$ cat config.mk
export PLATFORM = sky130hd
export DESIGN_NAME = at_response_parser
export DESIGN_NICKNAME = d
export VERILOG_FILES = /design/src/arp_pkg.sv /design/src/arp_parser.sv /design/src/arp_out_reg.sv /design/src/at_response_parser.sv
export SDC_FILE = /design/constraint.sdc
export NUM_CORES = 1
export LEC_CHECK = 0
export BUFFER_PORTS_ARGS = -buffer_cell sky130_fd_sc_hd__buf_2
export CORE_MARGIN = 3
export CORE_UTILIZATION = 40
export CTS_CLUSTER_DIAMETER = 30
export DETAILED_ROUTE_END_ITERATION = 6
export PLACE_DENSITY = 0.58
export SETUP_SLACK_MARGIN = 0.15
export SLEW_MARGIN = 30
export SYNTH_ARGS = -nofsm -noshare
export SYNTH_HDL_FRONTEND = slang
export SYNTH_SLANG_ARGS = --single-unit
$ cat constraint.sdc
create_clock -name clk_i -period 5.6 [get_ports clk_i]
set_input_delay 0.56 -clock clk_i [delete_from_list [all_inputs] [get_ports clk_i]]
set_output_delay 0.56 -clock clk_i [all_outputs]
set_load 0.01 [all_outputs]
$ cat src/arp_pkg.sv
// Shared types, character constants and pattern tables for the AT response parser.
package arp_pkg;

  typedef enum logic [2:0] {
    ST_IDLE,
    ST_OK,
    ST_READY,
    ST_HEADER,
    ST_LENGTH,
    ST_PAYLOAD,
    ST_PROMPT
  } state_e;

  typedef enum logic [2:0] {
    EV_OK,
    EV_READY,
    EV_PROMPT,
    EV_DATA,
    EV_LENERR
  } event_e;

  typedef struct packed {
    event_e      ev;
    logic [7:0]  data;
    logic        last;
    logic [11:0] len;
  } result_t;

  localparam logic [7:0] ChO     = 8'h4F;
  localparam logic [7:0] ChK     = 8'h4B;
  localparam logic [7:0] ChCr    = 8'h0D;
  localparam logic [7:0] ChLf    = 8'h0A;
  localparam logic [7:0] ChR     = 8'h72;
  localparam logic [7:0] ChE     = 8'h65;
  localparam logic [7:0] ChA     = 8'h61;
  localparam logic [7:0] ChD     = 8'h64;
  localparam logic [7:0] ChY     = 8'h79;
  localparam logic [7:0] ChGt    = 8'h3E;
  localparam logic [7:0] ChSp    = 8'h20;
  localparam logic [7:0] ChPlus  = 8'h2B;
  localparam logic [7:0] ChBigI  = 8'h49;
  localparam logic [7:0] ChBigP  = 8'h50;
  localparam logic [7:0] ChBigD  = 8'h44;
  localparam logic [7:0] ChComma = 8'h2C;
  localparam logic [7:0] ChOne   = 8'h31;
  localparam logic [7:0] ChColon = 8'h3A;
  localparam logic [7:0] ChZero  = 8'h30;
  localparam logic [7:0] ChNine  = 8'h39;

  // Expected byte at position idx of the reply selected by st.
  function automatic logic [7:0] pattern_char(state_e st, logic [2:0] idx);
    logic [7:0] c;
    c = 8'h00;
    case (st)
      ST_OK: begin
        case (idx)
          3'd0: c = ChO;
          3'd1: c = ChK;
          3'd2: c = ChCr;
          3'd3: c = ChLf;
          default: c = 8'h00;
        endcase
      end
      ST_READY: begin
        case (idx)
          3'd0: c = ChR;
          3'd1: c = ChE;
          3'd2: c = ChA;
          3'd3: c = ChD;
          3'd4: c = ChY;
          3'd5: c = ChCr;
          3'd6: c = ChLf;
          default: c = 8'h00;
        endcase
      end
      ST_PROMPT: begin
        case (idx)
          3'd0: c = ChGt;
          3'd1: c = ChSp;
          default: c = 8'h00;
        endcase
      end
      ST_HEADER: begin
        case (idx)
          3'd0: c = ChPlus;
          3'd1: c = ChBigI;
          3'd2: c = ChBigP;
          3'd3: c = ChBigD;
          3'd4: c = ChComma;
          3'd5: c = ChOne;
          3'd6: c = ChComma;
          default: c = 8'h00;
        endcase
      end
      default: c = 8'h00;
    endcase
    return c;
  endfunction

  function automatic logic [2:0] pattern_len(state_e st);
    logic [2:0] n;
    case (st)
      ST_OK:     n = 3'd4;
      ST_READY:  n = 3'd7;
      ST_PROMPT: n = 3'd2;
      ST_HEADER: n = 3'd7;
      default:   n = 3'd0;
    endcase
    return n;
  endfunction

endpackage

$ cat src/arp_parser.sv
// Parser state registers and the per-byte next-state and result logic.
module arp_parser #(
  parameter int MAX_PAYLOAD = 2048
) (
  input  logic            clk_i,
  input  logic            rst_ni,
  input  logic            en_i,
  input  logic [7:0]      byte_i,
  output logic            emit_o,
  output arp_pkg::result_t res_o
);
  import arp_pkg::*;

  localparam int LenW = $clog2(MAX_PAYLOAD + 1);
  localparam int CntW = (LenW > 3) ? LenW : 3;
  localparam int AccW = LenW + 4;
  localparam int ExtW = LenW + 12;

  state_e            state_q, state_d;
  logic [CntW-1:0]   cnt_q, cnt_d;
  logic [LenW-1:0]   len_q, len_d;
  logic              started_q, started_d;
  logic              ended_q, ended_d;
  logic              ovf_q, ovf_d;

  logic [2:0]        idx;
  logic [3:0]        idx_inc;
  logic [CntW:0]     cnt_inc;
  logic [3:0]        digit;
  logic [AccW-1:0]   acc;
  logic [ExtW-1:0]   len_ext;
  logic              is_digit;

  assign idx      = cnt_q[2:0];
  assign idx_inc  = {1'b0, idx} + 4'd1;
  assign cnt_inc  = {1'b0, cnt_q} + {{CntW{1'b0}}, 1'b1};
  assign digit    = 4'(byte_i - ChZero);
  assign is_digit = (byte_i >= ChZero) && (byte_i <= ChNine);
  // times ten as two shifts and an add
  assign acc      = (AccW'(len_q) << 3) + (AccW'(len_q) << 1) + AccW'(digit);
  assign len_ext  = ExtW'(len_q);

  always_comb begin
    state_d   = state_q;
    cnt_d     = cnt_q;
    len_d     = len_q;
    started_d = started_q;
    ended_d   = ended_q;
    ovf_d     = ovf_q;
    emit_o    = 1'b0;
    res_o     = '{ev: EV_OK, data: 8'h00, last: 1'b0, len: 12'h000};
    case (state_q)
      ST_IDLE: begin
        cnt_d = CntW'(1);
        if (byte_i == ChO) begin
          state_d = ST_OK;
        end else if (byte_i == ChR) begin
          state_d = ST_READY;
        end else if (byte_i == ChPlus) begin
          state_d = ST_HEADER;
        end else if (byte_i == ChGt) begin
          state_d = ST_PROMPT;
        end
      end
      ST_OK, ST_READY, ST_PROMPT, ST_HEADER: begin
        if (byte_i != pattern_char(state_q, idx)) begin
          state_d = ST_IDLE;
        end else begin
          cnt_d = cnt_inc[CntW-1:0];
          if (idx_inc == {1'b0, pattern_len(state_q)}) begin
            state_d = ST_IDLE;
            case (state_q)
              ST_OK: begin
                emit_o = 1'b1;
                res_o.ev = EV_OK;
              end
              ST_READY: begin
                emit_o = 1'b1;
                res_o.ev = EV_READY;
              end
              ST_PROMPT: begin
                emit_o = 1'b1;
                res_o.ev = EV_PROMPT;
              end
              default: begin
                // header done, start a fresh length field
                state_d   = ST_LENGTH;
                cnt_d     = '0;
                len_d     = '0;
                started_d = 1'b0;
                ended_d   = 1'b0;
                ovf_d     = 1'b0;
              end
            endcase
          end
        end
      end
      ST_LENGTH: begin
        if (byte_i == ChColon) begin
          if (!started_q || ovf_q) begin
            state_d  = ST_IDLE;
            emit_o   = 1'b1;
            res_o.ev = EV_LENERR;
          end else begin
            state_d = ST_PAYLOAD;
            cnt_d   = '0;
          end
        end else if (!ended_q && is_digit) begin
          started_d = 1'b1;
          if (!ovf_q) begin
            if (acc > AccW'(MAX_PAYLOAD)) begin
              ovf_d = 1'b1;
            end else begin
              len_d = acc[LenW-1:0];
            end
          end
        end else begin
          ended_d = 1'b1;
        end
      end
      ST_PAYLOAD: begin
        cnt_d      = cnt_inc[CntW-1:0];
        emit_o     = 1'b1;
        res_o.ev   = EV_DATA;
        res_o.data = byte_i;
        res_o.len  = len_ext[11:0];
        // a zero length still ends on the first byte
        res_o.last = (cnt_inc >= (CntW + 1)'(len_q));
        if (res_o.last) begin
          state_d = ST_IDLE;
        end
      end
      default: begin
        state_d = ST_IDLE;
      end
    endcase
    if (!en_i) begin
      emit_o = 1'b0;
    end
  end

  always_ff @(posedge clk_i or negedge rst_ni) begin
    if (!rst_ni) begin
      state_q   <= ST_IDLE;
      cnt_q     <= '0;
      len_q     <= '0;
      started_q <= 1'b0;
      ended_q   <= 1'b0;
      ovf_q     <= 1'b0;
    end else if (en_i) begin
      state_q   <= state_d;
      cnt_q     <= cnt_d;
      len_q     <= len_d;
      started_q <= started_d;
      ended_q   <= ended_d;
      ovf_q     <= ovf_d;
    end
  end

endmodule

$ cat src/arp_out_reg.sv
// Result register that holds one result item until the consumer takes it.
module arp_out_reg (
  input  logic             clk_i,
  input  logic             rst_ni,
  input  logic             load_i,
  input  arp_pkg::result_t res_i,
  output logic             free_o,
  output logic             valid_o,
  input  logic             ready_i,
  output arp_pkg::result_t res_o
);
  import arp_pkg::*;

  logic    vld_q, vld_d;
  result_t res_q;

  assign free_o  = !vld_q || ready_i;
  assign valid_o = vld_q;
  assign res_o   = res_q;

  always_comb begin
    vld_d = vld_q;
    if (load_i) begin
      vld_d = 1'b1;
    end else if (ready_i) begin
      vld_d = 1'b0;
    end
  end

  always_ff @(posedge clk_i or negedge rst_ni) begin
    if (!rst_ni) begin
      vld_q <= 1'b0;
    end else begin
      vld_q <= vld_d;
    end
  end

  always_ff @(posedge clk_i) begin
    if (load_i) begin
      res_q <= res_i;
    end
  end

endmodule

$ cat src/at_response_parser.sv
// Top level of the AT response parser: input register, parser, result register.
//
//  channel | direction | handshake               | payload
//  rx      | in        | rx_valid_i / rx_ready_o | rx_byte_i
//  res     | out       | res_valid_o / res_ready_i | event_res_o, payload_byte_o,
//          |           |                         | payload_last_o, payload_length_o
//
// One byte per cycle sustained while the output is not stalled. A byte is registered on
// transfer and parsed once the result register is free; its result (if any) is loaded at
// the end of that cycle, so res_valid_o follows the rx transfer through both registers.
// The parser advances only when the result register is empty or being read, so
// a stalled output holds one result plus one registered input byte.
// Reset clears the parser to idle and empties both registers.
module at_response_parser #(
  parameter int MAX_PAYLOAD = 2048
) (
  input  logic        clk_i,
  input  logic        rst_ni,
  input  logic        rx_valid_i,
  output logic        rx_ready_o,
  input  logic [7:0]  rx_byte_i,
  output logic        res_valid_o,
  input  logic        res_ready_i,
  output logic [2:0]  event_res_o,
  output logic [7:0]  payload_byte_o,
  output logic        payload_last_o,
  output logic [11:0] payload_length_o
);
  import arp_pkg::*;

  logic       in_vld_q, in_vld_d;
  logic [7:0] in_byte_q;
  logic       proc_go;
  logic       out_free;
  logic       emit;
  result_t    res_new;
  result_t    res_cur;

  assign proc_go    = in_vld_q && out_free;
  assign rx_ready_o = !in_vld_q || proc_go;

  always_comb begin
    in_vld_d = in_vld_q;
    if (rx_valid_i && rx_ready_o) begin
      in_vld_d = 1'b1;
    end else if (proc_go) begin
      in_vld_d = 1'b0;
    end
  end

  always_ff @(posedge clk_i or negedge rst_ni) begin
    if (!rst_ni) begin
      in_vld_q <= 1'b0;
    end else begin
      in_vld_q <= in_vld_d;
    end
  end

  always_ff @(posedge clk_i) begin
    if (rx_valid_i && rx_ready_o) begin
      in_byte_q <= rx_byte_i;
    end
  end

  arp_parser #(
    .MAX_PAYLOAD(MAX_PAYLOAD)
  ) u_parser (
    .clk_i  (clk_i),
    .rst_ni (rst_ni),
    .en_i   (proc_go),
    .byte_i (in_byte_q),
    .emit_o (emit),
    .res_o  (res_new)
  );

  arp_out_reg u_out (
    .clk_i   (clk_i),
    .rst_ni  (rst_ni),
    .load_i  (emit),
    .res_i   (res_new),
    .free_o  (out_free),
    .valid_o (res_valid_o),
    .ready_i (res_ready_i),
    .res_o   (res_cur)
  );

  assign event_res_o      = res_cur.ev;
  assign payload_byte_o   = res_cur.data;
  assign payload_last_o   = res_cur.last;
  assign payload_length_o = res_cur.len;

endmodule

==> impl_metrics.py, run 1 <==
metrics = {
    "run_status": {
        "status": "completed",
    },
    "synthesis": {
        "synth_cells": 528,
        "syn_nets": 582,
        "ys_seq_area_share_pct": 35.6,
        "synth_edf_count": 32,
        "ys_warn_count": 0,
        "synth.distinct_cells": 79,
        "syn-cell-area_mm2": 0.00495,
        "async_flop_share_pct": 50.0,
        "synth-seq-cells": 64,
        "synth_flop_cell": "edfxtp_1",
        "avgSynthCellArea_um2": 9.37,
    },
    "timing": {
        "timing.fmax_ghz": 0.229,
        "finalCritPeriodShare_pct": 77.8,
        "relSlewSlack_pct": 47.9,
        "skew_ps": 9.65,
        "hold_viol": 0,
        "fin_setup_tns_ps": 0,
        "worst_pin_slew_ps": 781,
        "slew_violations": 0,
        "worst_slack_ps": 1240,
        "setup_viol": 0,
        "fin_crit_ps": 4360,
        "rsz0062_at_grt": "false",
    },
    "setup_path": {
        "worstSetupPathType": "reg2reg",
        "rr_worst_depth": 11,
        "worst_ep_required_time_ps": 5620,
        "crit_arrival_ps": 4380,
        "critPathMaxFanout": 15,
        "critPathCaptureType": "register",
        "startpoint_type": "register",
    },
    "route": {
        "ant_nets": 0,
        "wl_per_cell_um": 17.1,
        "firstDrtPassIters": 4,
        "routed_wl_mm": 12.4,
        "via_per_inst": 5.64,
        "drt_iter0_markers": 267,
        "vias": 4098,
        "post-route-drc-count": 0,
    },
    "clocking": {
        "post_cts_buffers": 0,
        "cts_tree": "done",
        "cts_inserted_buffers": 9,
        "cts_htree_levels": 3,
        "hold_buffers": 0,
        "cts_buffer_depth": 2,
        "cts.clk_slew.worst_paths_ps": 60,
        "clkSinkCount": 64,
        "cts-root-buf": "clkbuf_16",
        "insertion_delay_ps": 340,
        "cts.repair.resized": 0,
    },
    "placed_design": {
        "dp_hpwl_mm": 9.34,
        "gp_congestion": 0.901,
        "dp_slack_ps": 1280,
        "io_buffers": 37,
    },
    "grt": {
        "overflow": 0,
        "grt_pass1_wl_mm": 20.6,
        "grt_max_degree": 33,
        "antenna_found_initial": 0,
        "track_usage_pct": 19.3,
        "grt_pass1_vias": 3996,
    },
    "floorplan": {
        "io_pins": 38,
        "die_area_mm2": 0.0137,
        "row_count": 39,
        "chipWidth_um": 117,
        "die_y_um": 117,
        "core-area_mm2": 0.0118,
        "start_util_pct": 42.1,
    },
    "layout": {
        "n_antenna_cell": 0,
        "drive_gt1_share_pct": 16.0,
        "mostFrequentLayoutCells": "nor2_1 (44), ha_1 (40), nand2_1 (37), buf_2 (37), inv_1 (36)",
        "finalNetCount": 611,
        "fill_cells": 1114,
        "syn_to_final_growth_pct": 12.2,
        "final_common_cell": "nor2_1",
    },
    "power": {
        "leakage_nw": 2.31,
        "peakVddDrop_uv": 176,
        "power_density_mw_per_mm2": 561,
    },
    "hold_path": {
        "holdCritPathClass": "in2async",
    },
    "flow_run": {
        "cap_violations": 0,
    },
}
critical path, cell delays in order (launching register included):
cell,delay [ps]
dfrtp_1,500
inv_1,180
ha_1,400
nand2b_2,100
a2111oi_2,430
o21ai_0,160
a2111o_1,440
nor4_4,440
and3_2,360
o21bai_1,110
a31oi_2,550
buf_4,360
layout make-up:
| cell class | instances | area (um^2) | area share [%] |
|---|---|---|---|
| clock buffer | 10 | 229 | 4.13 |
| clock inverter | 6 | 60.1 | 1.08 |
| inverter | 36 | 135 | 2.44 |
| multi-input combinational | 402 | 2920 | 52.6 |
| sequential | 64 | 1760 | 31.7 |
| tap | 164 | 205 | 3.70 |
| timing repair buffer | 44 | 238 | 4.28 |
logic make-up (layout without fill, tap and decap cells):
group / after synthesis / count (layout) / share of synthesized area (%)
simple gates: 192 / 192 / 21.9
compound gates: 145 / 145 / 21.9
flops: 64 / 64 / 35.6
buf+inv: 62 / 96 / 5.46
fa+ha+maj: 42 / 42 / 10.9
xor+xnor: 19 / 19 / 3.36
mux: 4 / 4 / 0.810
layer usage:
metal	routed length (um)	vias to the layer above	track usage, %	part of all wire, %
li1	-	2026	-	-
met1	5970	1963	27.2	48
met2	5680	97	29.6	46
met3	570	12	3.60	4.6
met4	195	0	7.11	1.6
met5	0	-	0	0
Yosys cell counts, types with 5 or more instances:
cell type,n,area (um^2)
nor2_1,44,165
ha_1,40,500
nand2_1,37,139
inv_1,36,135
dfrtp_1,32,801
edfxtp_1,32,961
o211ai_1,27,203
o21ai_0,25,125
nand2b_1,17,106
nor2b_1,14,87.6
clkbuf_1,13,48.8
xnor2_1,12,105
a21oi_1,11,55.1
a31oi_1,11,68.8
nand4_1,11,68.8
and3_1,8,50.1
nand3_1,8,40.0
o21a_1,8,60.1
xor2_1,7,61.3
a211oi_1,6,45.0
and2_1,6,37.5
buf_2,6,30.0
nor3_1,6,30.0
o31ai_1,6,45.0
a21o_1,5,37.5
nor4_1,5,31.3
power by group:
group / internal (mW) / switching, mW / leakage, nW
Clock: 0.342 / 0.208 / 0.138
Sequential: 0.634 / 0.136 / 0.681
Combinational: 0.703 / 1.09 / 1.49
flip-flops by register name (all words and copies together), names as in the netlist:
name / flops
u_out.res_o: 24
u_parser.cnt_q: 12
u_parser.len_q: 12
in_byte_q: 8
u_parser.state_q: 3
in_vld_q: 1
u_out.valid_o: 1
u_parser.ended_q: 1
u_parser.ovf_q: 1
u_parser.started_q: 1
metrics by stage:
step	instances	area (um^2)	hold slack [ps]	util, %	total power, mW
global route	726	5550	361	47.2	3.37
CTS	726	5550	329	47.2	3.12
finish	726	5550	307	47.2	3.11
floorplan	528	4950	264	-	2.14
detailed placement	710	5260	512	44.7	2.56
global placement	709	5250	507	44.7	2.52
worst paths after layout:
| kind | start | to | slack, ps |
|---|---|---|---|
| hold reg to reg | u_parser.cnt_q[9] | u_parser.cnt_q[9] | 520 |
| min in group clk_i | rx_byte_i[2] | in_byte_q[2] | 400 |
| setup / recovery | u_parser.cnt_q[0] | u_out.res_o[6] | 1240 |
| setup reg to reg | u_parser.cnt_q[0] | u_out.res_o[6] | 1240 |
| max in group asynchronous | rst_ni | u_parser.len_q[8] | 4800 |
| hold / removal | rst_ni | u_parser.state_q[0] | 310 |
No activity file was read; power rests on OpenSTA's default activity.
==> run 2: changes to the inputs <==
--- a/config.mk
+++ b/config.mk
@@ -10,7 +10,7 @@
 export CORE_UTILIZATION = 40
 export CTS_CLUSTER_DIAMETER = 30
 export DETAILED_ROUTE_END_ITERATION = 6
-export PLACE_DENSITY = 0.58
+export PLACE_DENSITY = 0.6
 export SETUP_SLACK_MARGIN = 0.15
 export SLEW_MARGIN = 30
 export SYNTH_ARGS = -nofsm -noshare
==> constraint.sdc (replaced) <==
create_clock -name clk_i -period 3.6 [get_ports clk_i]
set_input_delay 0.36 -clock clk_i [delete_from_list [all_inputs] [get_ports clk_i]]
set_output_delay 0.36 -clock clk_i [all_outputs]
set_load 0.01 [all_outputs]
==> run 2 against run 1 <==
Against the previous run:
- fmax rose by 31%
- global-route usage is 0.14 points lower
- critical path depth unchanged
- final cell count is 4.3% higher
- non-clock buffer count up 31
==> impl_metrics.py, run 2 (same netlist as run 1, synthesis figures left out) <==
metrics = {
    "setup_path": {
        "crit-reg2reg-capture": "u_out.res_o[9]",
        "critPathMaxFanout": 19,
        "slowest_stage": "dfrtp_2",
        "crit_chain": "ha_1 -> ha_1 -> or4_4 -> and4_4 -> a311oi_2 -> nand2_1 -> nor4_4 -> and3_4 -> o21bai_2 -> a31oi_4 -> buf_12",
        "cpMostUsedCell": "ha_1",
        "worstSetupPathType": "reg2reg",
        "cp.depth": 11,
        "r2r_start": "u_parser.cnt_q[0]",
        "critPathTopFamily": "simple AND/OR/NAND/NOR gates",
        "worst_ep_required_time_ps": 3630,
        "ff2ff_setup_slack_ps": 270,
        "rr_worst_depth": 11,
        "startpoint_type": "register",
        "cp_slowest_stage_delay_ps": 500,
        "critPathCaptureType": "register",
        "crit_buf_inv": 1,
        "crit_arrival_ps": 3370,
    },
    "hold_path": {
        "holdCritPathClass": "in2async",
    },
    "timing": {
        "worst_pin_slew_ps": 765,
        "skew_ps": 6.70,
        "slew_violations": 0,
        "relSlewSlack_pct": 49.0,
        "fin_crit_ps": 3330,
        "rsz0062_at_grt": "true",
        "finalCritPeriodShare_pct": 92.6,
        "timing.fmax_ghz": 0.300,
        "setup_viol": 0,
        "fin_setup_tns_ps": 0,
        "hold_viol": 0,
    },
    "layout": {
        "finalNetCount": 642,
        "n_antenna_cell": 0,
        "final_common_cell": "nor2_1",
        "mostFrequentLayoutCells": "nor2_1 (44), ha_1 (37), buf_2 (37)",
        "syn_to_final_growth_pct": 22.3,
        "largest_register_ffs": 24,
        "drive_gt1_share_pct": 25.5,
    },
    "route": {
        "ant_nets": 0,
        "via_per_inst": 5.67,
        "wl_per_cell_um": 16.9,
        "routed_wl_mm": 12.8,
        "firstDrtPassIters": 5,
        "post-route-drc-count": 0,
        "wl_met3_um": 667,
        "drt-met1-wl_mm": 5.93,
        "drt_iter0_markers": 263,
        "dr_wl_met2_mm": 6.00,
        "vias": 4289,
        "highest_layer": "met4",
    },
    "clocking": {
        "cts-root-buf": "clkbuf_16",
        "insertion_delay_ps": 330,
        "clkSinkCount": 64,
        "cts_tree": "done",
        "cts_inserted_buffers": 9,
        "cts_buffer_depth": 2,
        "cts_htree_levels": 3,
        "cts.clk_slew.worst_paths_ps": 60,
    },
    "grt": {
        "grt_max_degree": 33,
        "grt_pass1_vias": 4000,
        "track_usage_pct": 19.2,
        "antenna_found_initial": 0,
        "overflow": 0,
        "grt_pass1_wl_mm": 20.5,
    },
    "power": {
        "leakage_nw": 2.52,
        "fin_total_pwr_mw": 5.77,
        "power_density_mw_per_mm2": 955,
        "peakVddDrop_uv": 320,
    },
    "placed_design": {
        "gp_congestion": 0.889,
        "dp_hpwl_mm": 9.43,
        "io_buffers": 37,
    },
    "run_status": {
        "status": "completed",
    },
    "floorplan": {
        "die_y_um": 117,
        "die_area_mm2": 0.0137,
        "row_count": 39,
        "start_util_pct": 42.1,
        "chipWidth_um": 117,
        "io_pins": 38,
        "core-area_mm2": 0.0118,
    },
    "flow_run": {
        "cap_violations": 0,
    },
}
## run 2: cell count changes in the layout (fill, tap and decap cells not counted), moves of 3 or more
cell,previous run,this run
nand2_1,37,34
inv_2,0,4
buf_4,7,36
nand2_2,0,3
ha_1,40,37
o2111ai_1,4,1
inv_1,36,32
nor4_1,5,2
## run 2: power breakdown
group          internal, mW  leakage, nW  switching, mW  total [mW]
logic                  1.59         1.69           2.11        3.69
clock network         0.605        0.148          0.336       0.941
registers             0.986        0.679          0.152        1.14
total                  3.18         2.52           2.59        5.77
## run 2: worst max-delay path by stage
stage | startpoint | end | slack (ps)
after floorplan | u_parser.cnt_q[0] | u_out.res_o[0] | 180
after global placement | u_parser.len_q[0] | u_parser.len_q[3] | 120
after detailed placement | u_parser.len_q[0] | u_parser.len_q[5] | 40
after CTS | u_parser.len_q[0] | u_parser.len_q[5] | 170
after global routing | in_byte_q[2] | u_parser.len_q[3] | 110
final | u_parser.cnt_q[0] | u_out.res_o[9] | 270
## run 2: cell type report
| class | instances | area [um^2] |
|---|---|---|
| Fill cell | 1079 | 5710 |
| Multi-Input combinational cell | 402 | 3140 |
| Sequential cell | 64 | 1760 |
| Timing Repair Buffer | 75 | 487 |
| Clock buffer | 9 | 225 |
| Tap cell | 164 | 205 |
| Inverter | 36 | 135 |
| Clock inverter | 7 | 96.3 |
## run 2: per-stage QoR
stage          area, um^2  setup WS (ps)  util [%]  hold slack, ps  instances
6_report             6050            268      51.4             102        757
5_1_grt              6050            114      51.4             167        757
4_1_cts              5870            169      49.9             130        753
3_5_place_dp         5440           35.5      46.2             488        729
3_3_place_gp         5440            125      46.2             494        729
2_1_floorplan        4980            176         -            64.4        528
## run 2: what timing repair did
action                                  4_1_cts  5_1_grt
endpoints found under the hold margin         0        0
pin swaps                                     5       18
resized for setup                            10       30
gates cloned                                  0        1
hold buffers                                  0        0
buffers inserted                              8        3
endpoints found under the setup margin       13       50
## run 2: layer usage
layer | vias to the layer above | global-route usage [%]
li1 | 2098 | -
met1 | 2060 | 27.6
met2 | 115 | 29.2
met3 | 16 | 3.75
met4 | 0 | 5.73
met5 | - | 0
## run 2: worst register-to-register path, delay by kind of cell, from the launching register on
kind | cells | cell delay, ps
buffers and inverters | 1 | 190
adder cells (fa/ha/maj) | 2 | 510
flip-flops | 1 | 500
AND/OR/NAND/NOR | 5 | 1290
AO/OA/AOI/OAI | 3 | 540
==> run 3: changes to the inputs <==
--- a/config.mk
+++ b/config.mk
@@ -10,7 +10,7 @@
 export CORE_UTILIZATION = 40
 export CTS_CLUSTER_DIAMETER = 30
 export DETAILED_ROUTE_END_ITERATION = 6
-export PLACE_DENSITY = 0.6
+export PLACE_DENSITY = 0.58
 export SETUP_SLACK_MARGIN = 0.15
 export SLEW_MARGIN = 30
 export SYNTH_ARGS = -nofsm -noshare
==> constraint.sdc (replaced) <==
create_clock -name clk_i -period 4 [get_ports clk_i]
set_input_delay 0.4 -clock clk_i [delete_from_list [all_inputs] [get_ports clk_i]]
set_output_delay 0.4 -clock clk_i [all_outputs]
set_load 0.01 [all_outputs]
==> run 3 against run 2 <==
Against the previous run:
- worst setup slack better by 74 ps
- via count fell by 1.6%
- worst hold slack improved by 39 ps
- highest routed layer unchanged
- fmax fell by 8.9%
- largest cell class unchanged
- critical path type unchanged
==> impl_metrics.py, run 3 (same netlist as run 1, synthesis figures left out) <==
metrics = {
    "run_status": {
        "status": "completed",
    },
    "clocking": {
        "cts-root-buf": "clkbuf_16",
        "cts_tree": "done",
        "cts_buffer_depth": 2,
        "insertion_delay_ps": 340,
        "cts.clk_slew.worst_paths_ps": 60,
        "cts_inserted_buffers": 9,
        "clkSinkCount": 64,
        "cts_htree_levels": 3,
    },
    "grt": {
        "track_usage_pct": 19.4,
        "grt_pass1_vias": 4108,
        "grt_pass1_wl_mm": 20.7,
        "grt_max_degree": 33,
        "overflow": 0,
        "antenna_found_initial": 0,
    },
    "power": {
        "fin_total_pwr_mw": 4.53,
        "peakVddDrop_uv": 272,
        "power_density_mw_per_mm2": 798,
        "leakage_nw": 2.38,
    },
    "setup_path": {
        "crit_arrival_ps": 3910,
        "startpoint_type": "register",
        "critPathCaptureType": "register",
        "worstSetupPathType": "reg2reg",
        "worst_ep_required_time_ps": 4250,
        "critPathMaxFanout": 8,
    },
    "layout": {
        "drive_gt1_share_pct": 18.3,
        "mostFrequentLayoutCells": "nor2_1 (44), ha_1 (40), nand2_1 (37), buf_2 (37), inv_1 (35)",
        "final_common_cell": "nor2_1",
        "finalNetCount": 624,
        "n_antenna_cell": 0,
        "multi_input_area_mm2": 0.00294,
        "fill_cells": 1125,
        "largest_register_ffs": 24,
        "utilization_pct": 48.2,
        "syn_to_final_growth_pct": 14.7,
        "seqCellArea_mm2": 0.00176,
    },
    "floorplan": {
        "die_area_mm2": 0.0137,
        "io_pins": 38,
        "chipWidth_um": 117,
        "row_count": 39,
        "start_util_pct": 42.1,
        "core-area_mm2": 0.0118,
        "die_y_um": 117,
    },
    "route": {
        "post-route-drc-count": 0,
        "ant_nets": 0,
        "vias": 4222,
        "drt_iter0_markers": 238,
        "wl_per_cell_um": 17.1,
        "via_per_inst": 5.71,
        "firstDrtPassIters": 5,
        "routed_wl_mm": 12.6,
    },
    "timing": {
        "fin_crit_ps": 3660,
        "slew_violations": 0,
        "worst_pin_slew_ps": 791,
        "skew_ps": 10.7,
        "finalCritPeriodShare_pct": 91.5,
        "setup_viol": 0,
        "fin_setup_tns_ps": 0,
        "timing.fmax_ghz": 0.273,
        "hold_viol": 0,
        "rsz0062_at_grt": "false",
        "relSlewSlack_pct": 47.2,
        "worst_slack_ps": 341,
    },
    "placed_design": {
        "io_buffers": 37,
        "dp_slack_ps": 216,
        "dp_hpwl_mm": 9.57,
        "gp_congestion": 0.904,
    },
    "flow_run": {
        "cap_violations": 0,
    },
    "hold_path": {
        "holdCritPathClass": "in2async",
    },
}
## run 3: worst max-delay path: stages, from the launching register on
cell and delay [ps]:
dfrtp_1 400, inv_1 150, fa_1 480, fa_1 480, nor2b_1 180, o2111ai_1 200
a31oi_1 260, o2111ai_1 160, nor4_2 320, o211ai_1 140, buf_4 180, or4_1 530
o211ai_1 100
## run 3: routing by layer
metal	share of wire (%)	global-route usage, %	routed length [um]	vias up
li1	-	-	-	2061
met1	48	27.3	6050	2061
met2	47	30.6	5890	87
met3	4.1	3.70	516	13
met4	1.2	5.20	155	0
met5	0	0	0	-
## run 3: power by group
group | internal [mW] | switching [mW] | leakage, nW | total [mW]
Sequential | 0.886 | 0.158 | 0.681 | 1.04
Combinational | 1.08 | 1.61 | 1.56 | 2.69
Clock | 0.486 | 0.308 | 0.147 | 0.794
Total | 2.45 | 2.07 | 2.38 | 4.53
## run 3: what timing repair did
| action | in CTS | in global routing |
|---|---|---|
| gates resized for setup | 0 | 2 |
| setup endpoints to repair | 0 | 10 |
| hold buffers | 0 | 0 |
| buffers inserted | 0 | 2 |
| hold endpoints to repair | 0 | 0 |
## run 3: final cells by class
| cell class | instances | share of cell area (%) |
|---|---|---|
| timing repair buffer | 57 | 5.91 |
| clock inverter | 6 | 1.24 |
| sequential | 64 | 31.1 |
| tap | 164 | 3.62 |
| multi-input combinational | 402 | 51.8 |
| inverter | 36 | 2.38 |
| clock buffer | 10 | 4.04 |
## run 3: through the flow
step           hold WS, ps  area (um^2)  std cells
6_report               140         5670        739
5_1_grt                199         5670        739
2_1_floorplan          104         4960        528
3_3_place_gp           496         5350        721
4_1_cts                168         5650        737
3_5_place_dp           496         5350        721
## run 3: path summary, 6_finish.rpt
kind | cells past startpoint | start | to | slack, ps
setup reg to reg | 12 | u_parser.len_q[2] | u_parser.len_q[5] | 340
min in group clk_i | 1 | rx_byte_i[4] | in_byte_q[4] | 240
setup / recovery | 12 | u_parser.len_q[2] | u_parser.len_q[5] | 340
max in group asynchronous | 1 | rst_ni | u_parser.state_q[0] | 3340
hold reg to reg | 1 | u_parser.ended_q | u_parser.ended_q | 510
hold / removal | 1 | rst_ni | u_parser.state_q[1] | 140
